==> src/rtl/core/gemm_opt_pkg.sv <==
// ----------------------------------------------------------------------------
// gemm_opt_pkg
// Shared types and constants for the 4x4 outer-product GEMM tile core.
// ----------------------------------------------------------------------------
`default_nettype none

package gemm_opt_pkg;

   // Tile geometry
   localparam int TILE_ROWS = 4;
   localparam int TILE_COLS = 4;
   localparam int LANES     = 4;
   localparam int CELLS     = TILE_ROWS * TILE_COLS;

   // Data widths
   localparam int OPND_W = 16;   // Q4.12 operands and gains
   localparam int CVAL_W = 32;   // Q8.24 C element
   localparam int ACC_W  = 48;   // Q24.24 accumulator
   localparam int POS_W  = 2;    // tile row or column index

   // Q4.12 unity and zero gains, and the 12-bit fraction shift
   localparam logic signed [OPND_W-1:0] GAIN_ONE   = 16'sd4096;
   localparam logic signed [OPND_W-1:0] GAIN_ZERO  = 16'sd0;
   localparam int                       FRAC_BITS  = 12;

   // Configuration register indexes (decoded from paddr[2])
   localparam logic REG_ALPHA = 1'b0;
   localparam logic REG_BETA  = 1'b1;

   // Item kinds
   typedef enum logic [1:0] {
      CMD_CLEAR   = 2'd0,
      CMD_ACCUM   = 2'd1,
      CMD_COMBINE = 2'd2
   } cmd_type;

   // One slot of the cell chain: the item plus the accumulator it picked up
   typedef struct packed {
      logic                          valid;
      cmd_type                       cmd;
      logic [LANES-1:0][OPND_W-1:0]  a;
      logic [LANES-1:0][OPND_W-1:0]  b;
      logic [CVAL_W-1:0]             c_old;
      logic [POS_W-1:0]              row;
      logic [POS_W-1:0]              col;
      logic [ACC_W-1:0]              acc;
   } stage_type;

   // Result handed from the combine tail to the output
   typedef struct packed {
      logic              valid;
      logic [CVAL_W-1:0] c_new;
      logic [POS_W-1:0]  row;
      logic [POS_W-1:0]  col;
   } result_type;

endpackage

`default_nettype wire

==> src/rtl/core/gemm_opt_cell.sv <==
// ----------------------------------------------------------------------------
// gemm_opt_cell
// One MAC cell of the chain. Holds a single tile accumulator, applies clear
// and accumulate items as they pass, and lets a combine item for its
// position pick up the accumulator. Hands the item to the next cell.
// ----------------------------------------------------------------------------
`default_nettype none

module gemm_opt_cell (
   input  wire logic                         clock,
   input  wire logic                         reset,
   input  wire logic                         advance,
   input  wire logic [gemm_opt_pkg::POS_W-1:0] cell_row,
   input  wire logic [gemm_opt_pkg::POS_W-1:0] cell_col,
   input  wire gemm_opt_pkg::stage_type      prev_stage,
   output      gemm_opt_pkg::stage_type      next_stage
);
   import gemm_opt_pkg::*;

   logic signed [ACC_W-1:0]          acc_ff;
   logic signed [ACC_W-1:0]          acc_in;
   stage_type                        stage_ff;
   stage_type                        stage_in;
   logic signed [2*OPND_W-1:0]       prod;
   logic signed [ACC_W:0]            sum;
   logic signed [ACC_W-1:0]          sum_sat;
   logic                             hit;

   // Product of this cell's A row and B column lanes
   assign prod = $signed(prev_stage.a[cell_row]) * $signed(prev_stage.b[cell_col]);

   // Accumulate with saturation at the 48-bit range
   always_comb begin
      sum = {acc_ff[ACC_W-1], acc_ff} + {{(ACC_W+1-2*OPND_W){prod[2*OPND_W-1]}}, prod};
      if (sum[ACC_W] != sum[ACC_W-1]) begin
         sum_sat = sum[ACC_W] ? {1'b1, {(ACC_W-1){1'b0}}} : {1'b0, {(ACC_W-1){1'b1}}};
      end else begin
         sum_sat = sum[ACC_W-1:0];
      end
   end

   assign hit = (prev_stage.row == cell_row) && (prev_stage.col == cell_col);

   // Accumulator update and pick-up of the value by a passing combine
   always_comb begin
      acc_in   = acc_ff;
      stage_in = prev_stage;
      if (prev_stage.valid) begin
         unique case (prev_stage.cmd)
            CMD_CLEAR:   acc_in = '0;
            CMD_ACCUM:   acc_in = sum_sat;
            CMD_COMBINE: begin
               if (hit) begin
                  stage_in.acc = acc_ff;
               end
            end
            default:     acc_in = acc_ff;
         endcase
      end
   end

   always_ff @(posedge clock) begin
      if (reset) begin
         acc_ff         <= '0;
         stage_ff.valid <= 1'b0;
      end else if (advance) begin
         acc_ff         <= acc_in;
         stage_ff.valid <= stage_in.valid;
      end
   end

   // Payload of the slot, no reset
   always_ff @(posedge clock) begin
      if (advance) begin
         stage_ff.cmd   <= stage_in.cmd;
         stage_ff.a     <= stage_in.a;
         stage_ff.b     <= stage_in.b;
         stage_ff.c_old <= stage_in.c_old;
         stage_ff.row   <= stage_in.row;
         stage_ff.col   <= stage_in.col;
         stage_ff.acc   <= stage_in.acc;
      end
   end

   assign next_stage = stage_ff;

endmodule

`default_nettype wire

==> config.mk <==
export PLATFORM = sky130hd
export DESIGN_NAME = gemm_opt_cell
export DESIGN_NICKNAME = d
export VERILOG_FILES = /design/src/rtl/core/gemm_opt_pkg.sv /design/src/rtl/core/gemm_opt_cell.sv
export SDC_FILE = /design/constraint.sdc
export NUM_CORES = 1
export LEC_CHECK = 0
export BUFFER_PORTS_ARGS = -buffer_cell sky130_fd_sc_hd__clkbuf_2
export CAP_MARGIN = 0
export CORE_MARGIN = 3
export CORE_UTILIZATION = 35
export CTS_CLUSTER_SIZE = 28
export DETAILED_ROUTE_END_ITERATION = 12
export PLACE_DENSITY = 0.53
export SLEW_MARGIN = 20
export SYNTH_ARGS = -nofsm -noshare
export SYNTH_HDL_FRONTEND = slang
export SYNTH_SLANG_ARGS = --single-unit
==> constraint.sdc <==
create_clock -name clock -period 10.6 [get_ports clock]
set_input_delay 1.59 -clock clock [delete_from_list [all_inputs] [get_ports clock]]
set_output_delay 1.59 -clock clock [all_outputs]
set_load 0.02 [all_outputs]
==> impl_results.md <==
- Status: completed
- Post-Syn Instances: 2166
- Crit share post-route: 90.74%
- Vias after detailed routing: 16760
- Initial antenna violation count: 0
- Initial DRC count: 1030
- Unrepaired setup endpoints after global routing: false
- Worst EP required: 11130 ps
- Worst-skew pair later-pin latency: 600 ps
- Share of layout cells above drive strength 1: 23.72%
- Max Slew Vio Count: 0
- Post-Syn Area per Cell: 10.94 um2
- Hold Path Stages: 2
- Drt first pass iters: 5
- Post-CTS setup repair buffer count: 0
- Vias in the first global route: 17890
- Via-per-instance ratio: 4.813
- R2R depth: 21
- H-tree Lvls: 1
- Synth top area share: 30.93%
- Hold buffers post-CTS: 0
- DR WL/cell: 19.14 um
- Chip width: 266.2 um
- CTS max path bufs: 3
- Setup_tns: 0 ps
- Yosys reg bits: 263
- Peak Freq: 104.0 MHz
- Max Cap Viol: 0
- Starting Density: 35.65%
- NumNets Final: 3318
- Clock skew: 16.49 ps
- IO buf count: 436
- Asr flop ratio synth: 0%
- Tmin final: 9618 ps
- Tot GR Track Use: 18.92%
- Number of I/O pins: 437
- Clock root cell: clkbuf_16
- Ant diodes: 0
- Drt total wl: 66650 um
- Rows: 94
- Worst min path class: flop to flop
- Rel. slew slack: 29.89%
- Post-Syn Nets: 2888
- Num CTS Buffers: 31
- CTS tree: built
- Gates resized, CTS repair: 0
- Worst setup EP type: flop
- Max FO, Critical Path: 27
- Final core occ: 42.11%
- Hold Path End: acc_ff[15]
- Distinct cells, synth: 66
- FF-to-FF Start: acc_ff[15]
- DRC: 0
- HP Start: acc_ff[15]
- Worst setup path class: primary input to flop
- Core ar.: 66450 um2
- Top Metal Used: met4
- Largest area contributor in the netlist: fa_1
- Startpoint types: primary input
- Clk sinks: 263
- Top cells by area, synth: fa_1, edfxtp_1, inv_1
- Wire length on met1: 28490 um
- # setup viols final: 0
- Met2 Routed Length: 33790 um
- Largest net degree at the start of global routing: 80
- Die Ht: 266.2 um
- First-pass GRT wire length: 104400 um
- Synth-to-Final Area Change: 18.14%
- Worst R2R End: acc_ff[8]
- Grt total ovfl: 0
- Clock transition at path regs: 60 ps
- DP HPWL: 55810 um
- Arr. time, crit path: 10140 ps
- Syn Std Cell Area: 23690 um2
- Routed Antenna Nets: 0
- Die area: 70840 um2
- Primary FF master, synth: edfxtp_1
- Post-synth EDFFs: 214
- Gpl congestion: 0.9087
- Reg2Reg Setup Slack: 4150 ps
- YS warnings: 0
- Met3 WL post-DR: 3170 um
- Sequential-to-total area share from yosys stat: 31.27%
- Final Hold Vio Count: 0
- Measured slew at the worst slew-check pin: 1052 ps
==> logic make-up (layout without fill, tap and decap cells) <==
group	after synthesis	count (layout)	synth area share, %
compound gates	237	237	6.413
xor+xnor	53	53	1.991
fa+ha+maj	500	500	38.01
buf+inv	535	987	8.557
flops	263	263	31.27
mux	101	101	5.161
simple gates	477	477	8.599
==> how the worst max path moves through the flow <==
| stage | startpoint | endpoint | slack [ps] |
|---|---|---|---|
| 2_1_floorplan | cell_col[0] | acc_ff[36] | 760 |
| 3_3_place_gp | cell_row[1] | acc_ff[8] | 450 |
| 3_5_place_dp | cell_row[1] | acc_ff[8] | 390 |
| 4_1_cts | cell_row[1] | acc_ff[8] | 1030 |
| 5_1_grt | cell_row[1] | acc_ff[8] | 640 |
| 6_report | cell_row[1] | acc_ff[8] | 980 |
==> cell type report <==
class,instances,area (um2)
fillers,6494,38470
multi-input cells,1368,14270
flip-flops and latches,263,7407
repair buffers,477,2512
inverters,455,1708
well taps,864,1081
clock buffers,34,787.0
clock inverters,21,215.2
==> cell usage in the layout (no fill, tap or decap), types with 31 or more instances in the layout <==
| cell | instances |
|---|---|
| a21oi_1 | 47 |
| buf_4 | 40 |
| clkbuf_16 | 31 |
| clkbuf_2 | 435 |
| dfxtp_1 | 49 |
| edfxtp_1 | 214 |
| fa_1 | 365 |
| ha_1 | 134 |
| inv_1 | 455 |
| mux2_2 | 69 |
| nand2_1 | 217 |
| nor2_1 | 162 |
| o21ai_0 | 66 |
| o21ai_1 | 32 |
| xnor2_1 | 31 |
==> cells in the mapped netlist (all sizes together), types with 4 or more instances <==
cell and count:
o21bai 7, a31oi 8, dfxtp 49, ha 134, mux2i 22, edfxtp 214, clkbuf 65, o211ai 5
a221o 5, xnor2 33, mux2 69, inv 455, a211oi 5, nand2b 11, a21o 15, a21oi 48
mux4 10, nor2b 13, xor2 20, o21ai 99, o31ai 4, nand3 11, and2 25, and3 7
o21a 21, fa 366, nand2 217, nand4 13, nor3 6, buf 15, nor2 163
==> metal layers <==
| layer | vias up | track usage, % |
|---|---|---|
| met1 | 8526 | 24.74 |
| li1 | 7730 | - |
| met5 | - | 0 |
| met2 | 438 | 34.14 |
| met3 | 65 | 2.078 |
| met4 | 0 | 3.690 |
==> flip-flops by register name, indices dropped and copies added (netlist names) <==
register    flops
acc_ff         48
next_stage    215
==> through the flow <==
| stage | hold slack, ps | worst slack [ps] | cell area (um2) | cells |
|---|---|---|---|---|
| floorplan | 425.0 | 755.4 | 23690 | 2166 |
| global placement | 433.4 | 446.6 | 26980 | 3427 |
| detailed placement | 447.9 | 391.7 | 26980 | 3427 |
| CTS | 462.2 | 1028 | 27990 | 3482 |
| global route | 498.9 | 637.1 | 27990 | 3482 |
| finish | 458.0 | 982.0 | 27990 | 3482 |
==> worst max-delay path, cell delays in order <==
cell,delay [ps]
clkbuf_2,150
buf_4,400
mux2_2,400
o21ai_1,790
nor2_1,200
fa_1,580
inv_1,60
fa_1,540
inv_1,50
fa_1,530
fa_1,510
fa_1,520
inv_1,50
fa_1,480
inv_1,40
ha_1,410
and4_1,260
and3_1,170
o21ai_1,150
nand4_1,240
a31oi_2,450
o31ai_4,140
xnor2_2,210
xnor2_2,650
buf_12,270
o21ba_1,160
o21ai_1,110
Power is left out: the tool's default activity adds up to more than one toggle a clock period on the data nets, which glitch-free logic cannot reach.
