<file path="src/rtl/core/gemm_opt_pkg.sv">
// ----------------------------------------------------------------------------
// gemm_opt_pkg
// Shared types and constants for the 4x4 outer-product GEMM tile core.
// ----------------------------------------------------------------------------
`default_nettype none

package gemm_opt_pkg;

   // Tile geometry
   localparam int TILE_ROWS = 4;
   localparam int TILE_COLS = 4;
   localparam int LANES     = 4;
   localparam int CELLS     = TILE_ROWS * TILE_COLS;

   // Data widths
   localparam int OPND_W = 16;   // Q4.12 operands and gains
   localparam int CVAL_W = 32;   // Q8.24 C element
   localparam int ACC_W  = 48;   // Q24.24 accumulator
   localparam int POS_W  = 2;    // tile row or column index

   // Q4.12 unity and zero gains, and the 12-bit fraction shift
   localparam logic signed [OPND_W-1:0] GAIN_ONE   = 16'sd4096;
   localparam logic signed [OPND_W-1:0] GAIN_ZERO  = 16'sd0;
   localparam int                       FRAC_BITS  = 12;

   // Configuration register indexes (decoded from paddr[2])
   localparam logic REG_ALPHA = 1'b0;
   localparam logic REG_BETA  = 1'b1;

   // Item kinds
   typedef enum logic [1:0] {
      CMD_CLEAR   = 2'd0,
      CMD_ACCUM   = 2'd1,
      CMD_COMBINE = 2'd2
   } cmd_type;

   // One slot of the cell chain: the item plus the accumulator it picked up
   typedef struct packed {
      logic                          valid;
      cmd_type                       cmd;
      logic [LANES-1:0][OPND_W-1:0]  a;
      logic [LANES-1:0][OPND_W-1:0]  b;
      logic [CVAL_W-1:0]             c_old;
      logic [POS_W-1:0]              row;
      logic [POS_W-1:0]              col;
      logic [ACC_W-1:0]              acc;
   } stage_type;

   // Result handed from the combine tail to the output
   typedef struct packed {
      logic              valid;
      logic [CVAL_W-1:0] c_new;
      logic [POS_W-1:0]  row;
      logic [POS_W-1:0]  col;
   } result_type;

endpackage

`default_nettype wire

</file>
<file path="src/rtl/core/gemm_opt_combine.sv">
// ----------------------------------------------------------------------------
// gemm_opt_combine
// Three-stage tail: gain products, rounding and gain bypass, then the sum
// of both terms saturated to 32 bits into the output register.
// ----------------------------------------------------------------------------
`default_nettype none

module gemm_opt_combine (
   input  wire logic                                 clock,
   input  wire logic                                 reset,
   input  wire logic                                 advance,
   input  wire gemm_opt_pkg::stage_type              chain_stage,
   input  wire logic signed [gemm_opt_pkg::OPND_W-1:0] alpha_gain,
   input  wire logic signed [gemm_opt_pkg::OPND_W-1:0] beta_gain,
   output      gemm_opt_pkg::result_type             result
);
   import gemm_opt_pkg::*;

   localparam int PB_W = CVAL_W + OPND_W;        // beta product
   localparam int PA_W = ACC_W + OPND_W;         // alpha product
   localparam int T1_W = PB_W - FRAC_BITS;
   localparam int T2_W = PA_W - FRAC_BITS;
   localparam int S_W  = T2_W + 1;

   // Stage 1: products
   logic                     s1_valid_ff;
   logic signed [PB_W-1:0]   s1_pbeta_ff;
   logic signed [PA_W-1:0]   s1_palpha_ff;
   logic signed [CVAL_W-1:0] s1_cold_ff;
   logic signed [ACC_W-1:0]  s1_acc_ff;
   logic [POS_W-1:0]         s1_row_ff;
   logic [POS_W-1:0]         s1_col_ff;
   logic                     s1_valid_in;

   // Stage 2: scaled terms
   logic                     s2_valid_ff;
   logic signed [T1_W-1:0]   s2_t1_ff;
   logic signed [T2_W-1:0]   s2_t2_ff;
   logic [POS_W-1:0]         s2_row_ff;
   logic [POS_W-1:0]         s2_col_ff;
   logic signed [T1_W-1:0]   s2_t1_in;
   logic signed [T2_W-1:0]   s2_t2_in;
   logic signed [PB_W-1:0]   pbeta_rnd;
   logic signed [PA_W-1:0]   palpha_rnd;

   // Stage 3: output register
   logic                     out_valid_ff;
   logic [CVAL_W-1:0]        out_cnew_ff;
   logic [POS_W-1:0]         out_row_ff;
   logic [POS_W-1:0]         out_col_ff;
   logic signed [S_W-1:0]    sum;
   logic [CVAL_W-1:0]        sum_sat;

   assign s1_valid_in = chain_stage.valid && (chain_stage.cmd == CMD_COMBINE);

   // Rounding (round half up) and gain bypass
   always_comb begin
      pbeta_rnd  = s1_pbeta_ff + PB_W'(1 << (FRAC_BITS - 1));
      palpha_rnd = s1_palpha_ff + PA_W'(1 << (FRAC_BITS - 1));
      priority if (beta_gain == GAIN_ZERO) begin
         s2_t1_in = '0;
      end else if (beta_gain == GAIN_ONE) begin
         s2_t1_in = T1_W'(s1_cold_ff);
      end else begin
         s2_t1_in = pbeta_rnd[PB_W-1:FRAC_BITS];
      end
      if (alpha_gain == GAIN_ONE) begin
         s2_t2_in = T2_W'(s1_acc_ff);
      end else begin
         s2_t2_in = palpha_rnd[PA_W-1:FRAC_BITS];
      end
   end

   // Exact sum, then saturation to 32 bits
   always_comb begin
      sum = S_W'(s2_t1_ff) + S_W'(s2_t2_ff);
      if (sum > S_W'(signed'({1'b0, {(CVAL_W-1){1'b1}}}))) begin
         sum_sat = {1'b0, {(CVAL_W-1){1'b1}}};
      end else if (sum < -S_W'(signed'({1'b0, 1'b1, {(CVAL_W-1){1'b0}}}))) begin
         sum_sat = {1'b1, {(CVAL_W-1){1'b0}}};
      end else begin
         sum_sat = sum[CVAL_W-1:0];
      end
   end

   // Valid bits
   always_ff @(posedge clock) begin
      if (reset) begin
         s1_valid_ff  <= 1'b0;
         s2_valid_ff  <= 1'b0;
         out_valid_ff <= 1'b0;
      end else if (advance) begin
         s1_valid_ff  <= s1_valid_in;
         s2_valid_ff  <= s1_valid_ff;
         out_valid_ff <= s2_valid_ff;
      end
   end

   // Payload
   always_ff @(posedge clock) begin
      if (advance) begin
         s1_pbeta_ff  <= $signed(chain_stage.c_old) * beta_gain;
         s1_palpha_ff <= $signed(chain_stage.acc) * alpha_gain;
         s1_cold_ff   <= chain_stage.c_old;
         s1_acc_ff    <= chain_stage.acc;
         s1_row_ff    <= chain_stage.row;
         s1_col_ff    <= chain_stage.col;
         s2_t1_ff     <= s2_t1_in;
         s2_t2_ff     <= s2_t2_in;
         s2_row_ff    <= s1_row_ff;
         s2_col_ff    <= s1_col_ff;
         out_cnew_ff  <= sum_sat;
         out_row_ff   <= s2_row_ff;
         out_col_ff   <= s2_col_ff;
      end
   end

   assign result.valid = out_valid_ff;
   assign result.c_new = out_cnew_ff;
   assign result.row   = out_row_ff;
   assign result.col   = out_col_ff;

endmodule

`default_nettype wire

</file>
<file path="config.mk">
export PLATFORM = sky130hd
export DESIGN_NAME = gemm_opt_combine
export DESIGN_NICKNAME = d
export VERILOG_FILES = /design/src/rtl/core/gemm_opt_pkg.sv /design/src/rtl/core/gemm_opt_combine.sv
export SDC_FILE = /design/constraint.sdc
export NUM_CORES = 2
export LEC_CHECK = 0
export BUFFER_PORTS_ARGS = -buffer_cell sky130_fd_sc_hd__buf_2
export CAP_MARGIN = 20
export CORE_MARGIN = 10
export CORE_UTILIZATION = 35
export DETAILED_ROUTE_END_ITERATION = 10
export GPL_TIMING_DRIVEN = 0
export SYNTH_ARGS = -nofsm -noshare
export SYNTH_HDL_FRONTEND = slang
export SYNTH_SLANG_ARGS = --single-unit
</file>
<file path="constraint.sdc">
create_clock -name clock -period 21.9 [get_ports clock]
set_input_delay 2.19 -clock clock [delete_from_list [all_inputs] [get_ports clock]]
set_output_delay 2.19 -clock clock [all_outputs]
set_load 0.1 [all_outputs]
</file>
==> out/qor.yml <==
clocking:
  cts_buffer_depth: 3
  post_cts.repair.setup_buffers: 0
  path_clk_slew_ns: 0.06
  root_buffer: "clkbuf_16"
  cts_hold_buffers: 0
  h-tree-depth: 2
  cts_inserted_buffers: 38
  cts_sinks: 305
  cts_tree: "yes"
  cts_resized: 0
  clkLatencyLatePin_ns: 0.59
hold_path:
  hold_path_class: "flop to flop"
  hold_depth: 0
route:
  routedWlPerCell_um: 20.2
  vias: 42800
  wirelength_mm: 174
  antenna_left: 0
  drc: 0
  drt-initial-drc-count: 2943
  firstDrtPassIters: 6
  vias_per_cell: 4.96
worst_setup_path:
  crit_arrival_ns: 11.03
  r2r_cells: 14
  worstSetupPathType: "primary input to flop"
  crit_fanout: 13
  cp.required_ns: 22.20
  cp-start-kind: "primary input"
  end_kind: "flop"
synthesis:
  ys_async_sr_fraction_pct: 0
  synth_ff_type: "edfxtp_1"
  seq_area_frac_synth_pct: 15.8
  synth_fp_nets: 7947
  syn_inst: 6194
  synth_edf_count: 302
  syn_area_mm2: 0.0578
  synthDistinctLibCells: 82
  syn_area_per_cell_um2: 9.33
  ys_ff_latch: 305
  yosysWarningCount: 0
global_routing:
  grt_usage_pct: 19.3
  grt_pass1_wl_mm: 269
  first_global_vias: 45500
  overflow: 0
  antenna_found_initial: 14
  grt_max_degree: 128
timing:
  hold_viol: 0
  final_max_slew_viol_count: 0
  fin_setup_tns_ns: 0
  fin_worst_skew_ns: 0.0445
  timing.fmax_mhz: 93.2
  tightest_slew_ns: 1.28
  finalCritPeriodShare_pct: 49.0
  slew_headroom_pct: 14.4
  rsz0062_at_grt: "false"
  post-route-min-period_ns: 10.73
  setup_violations: 0
place:
  globalplace.congestion: 0.936
  dp_hpwl_mm: 146
  placed_cell_area_mm2: 0.0614
  port_buffers: 157
flow_run:
  max_cap_viol_count: 0
floorplan:
  io-pin-count: 287
  core.rowCount: 149
  die_area_mm2: 0.182
  core_area_mm2: 0.164
  die_w_um: 426
  start_util_pct: 35.1
  die_y_um: 426
final_layout:
  nets: 8148
  drive_gt1_share_pct: 4.72
  final_area_mm2: 0.0627
  area_delta_synth_final_pct: 8.52
  fill_cells: 16800
status:
  status: "completed"
[flip-flops by register name, indices dropped and copies added (netlist names), 2 cells and up]
signal and flops:
s2_t2_ff 52, s1_palpha_ff 53, out_cnew_ff 32, out_col_ff 2, s2_row_ff 2, s2_col_ff 2, out_row_ff 2, s2_t1_ff 36
s1_acc_ff 48, s1_row_ff 2, s1_pbeta_ff 37, s1_col_ff 2, s1_cold_ff 32
[worst max-delay path: stages]
cell and delay (ns):
buf_2 0.11, clkbuf_1 0.93, clkbuf_1 0.77, nand2_1 0.16
fa_1 0.54, inv_1 0.06, fa_1 0.49, fa_1 0.62
fa_1 0.45, fa_1 0.51, inv_1 0.06, fa_1 0.51
inv_1 0.05, ha_1 0.34, a21o_1 0.18, a21o_1 0.18
a21oi_1 0.31, nand3_1 0.21, nor3_1 0.71, o21ai_1 0.35
a211oi_1 0.57, nor3_1 0.19, nor4_1 0.25, nor3_1 0.10
xor2_1 0.16
[cell type report]
type                            count  area [um2]  area share, %
Tap cell                         2189        2740           4.37
Antenna cell                       13        32.5         0.0519
Clock buffer                       46         981           1.56
Clock inverter                     23         292          0.465
Inverter                         1452        5450           8.69
Timing Repair Buffer              161         877           1.40
Sequential cell                   305        9130           14.6
Buffer                            265        1050           1.67
Multi-Input combinational cell   4172       42100           67.2
[Yosys cell counts (all sizes together) (27+ instances only)]
cell	instances	area [um2]
a21o	64	480
a21oi	272	1500
and2	426	2670
and3	37	231
clkbuf	243	916
edfxtp	302	9070
fa	1195	23900
ha	308	3850
inv	1451	5450
nand2	925	3470
nand2b	31	194
nand3	57	285
nand4	48	300
nor2	247	927
nor2b	27	169
nor3	37	185
o21ai	77	389
xnor2	119	1040
xor2	101	885
[per-layer routing]
metal | vias up | global-route usage (%) | wire length [um]
li1 | 19000 | - | -
met3 | 402 | 3.66 | 13100
met1 | 21800 | 24.5 | 69600
met5 | - | 0 | 103
met4 | 12 | 8.42 | 8970
met2 | 1544 | 31.9 | 82600
[final timing paths]
kind                               startpoint                to  slack, ns
worst max-delay path            alpha_gain[9]  s1_palpha_ff[60]      11.17
worst min-delay path             s1_col_ff[0]      s2_col_ff[0]       0.42
worst max register to register    s2_t1_ff[0]   out_cnew_ff[12]      16.67
worst min register to register   s1_col_ff[0]      s2_col_ff[0]       0.42
[cells in the final DEF (no fill, tap or decap), types with 101 or more instances in the layout]
cell      instances
inv_1          1451
fa_1           1195
nand2_1         925
and2_1          425
ha_1            308
edfxtp_1        302
clkbuf_1        248
nor2_1          247
a21oi_1         236
buf_2           170
xnor2_1         119
xor2_1          101
[logic make-up (layout without fill, tap and decap cells)]
kind of cell	Yosys count	after routing	share of synthesized area [%]
mux	6	6	0.108
buf+inv	1717	1947	11.2
xor+xnor	220	220	3.34
other cells	0	13	0
compound gates	556	556	6.16
flops	305	305	15.8
simple gates	1887	1887	15.3
fa+ha+maj	1503	1503	48.1
[stage by stage]
stage	utilization, %	worst slack (ns)	hold slack, ns	cells
final	38.1	11.17	0.422	8626
after detailed placement	37.3	10.82	0.408	8542
after CTS	38.1	11.39	0.426	8611
after global routing	38.1	10.90	0.439	8616
after global placement	37.3	10.84	0.406	8540
after floorplan	-	13.18	0.400	6194
Power is not shown: default switching activity piles up to over one toggle a cycle in this logic, so the estimate is an artifact.
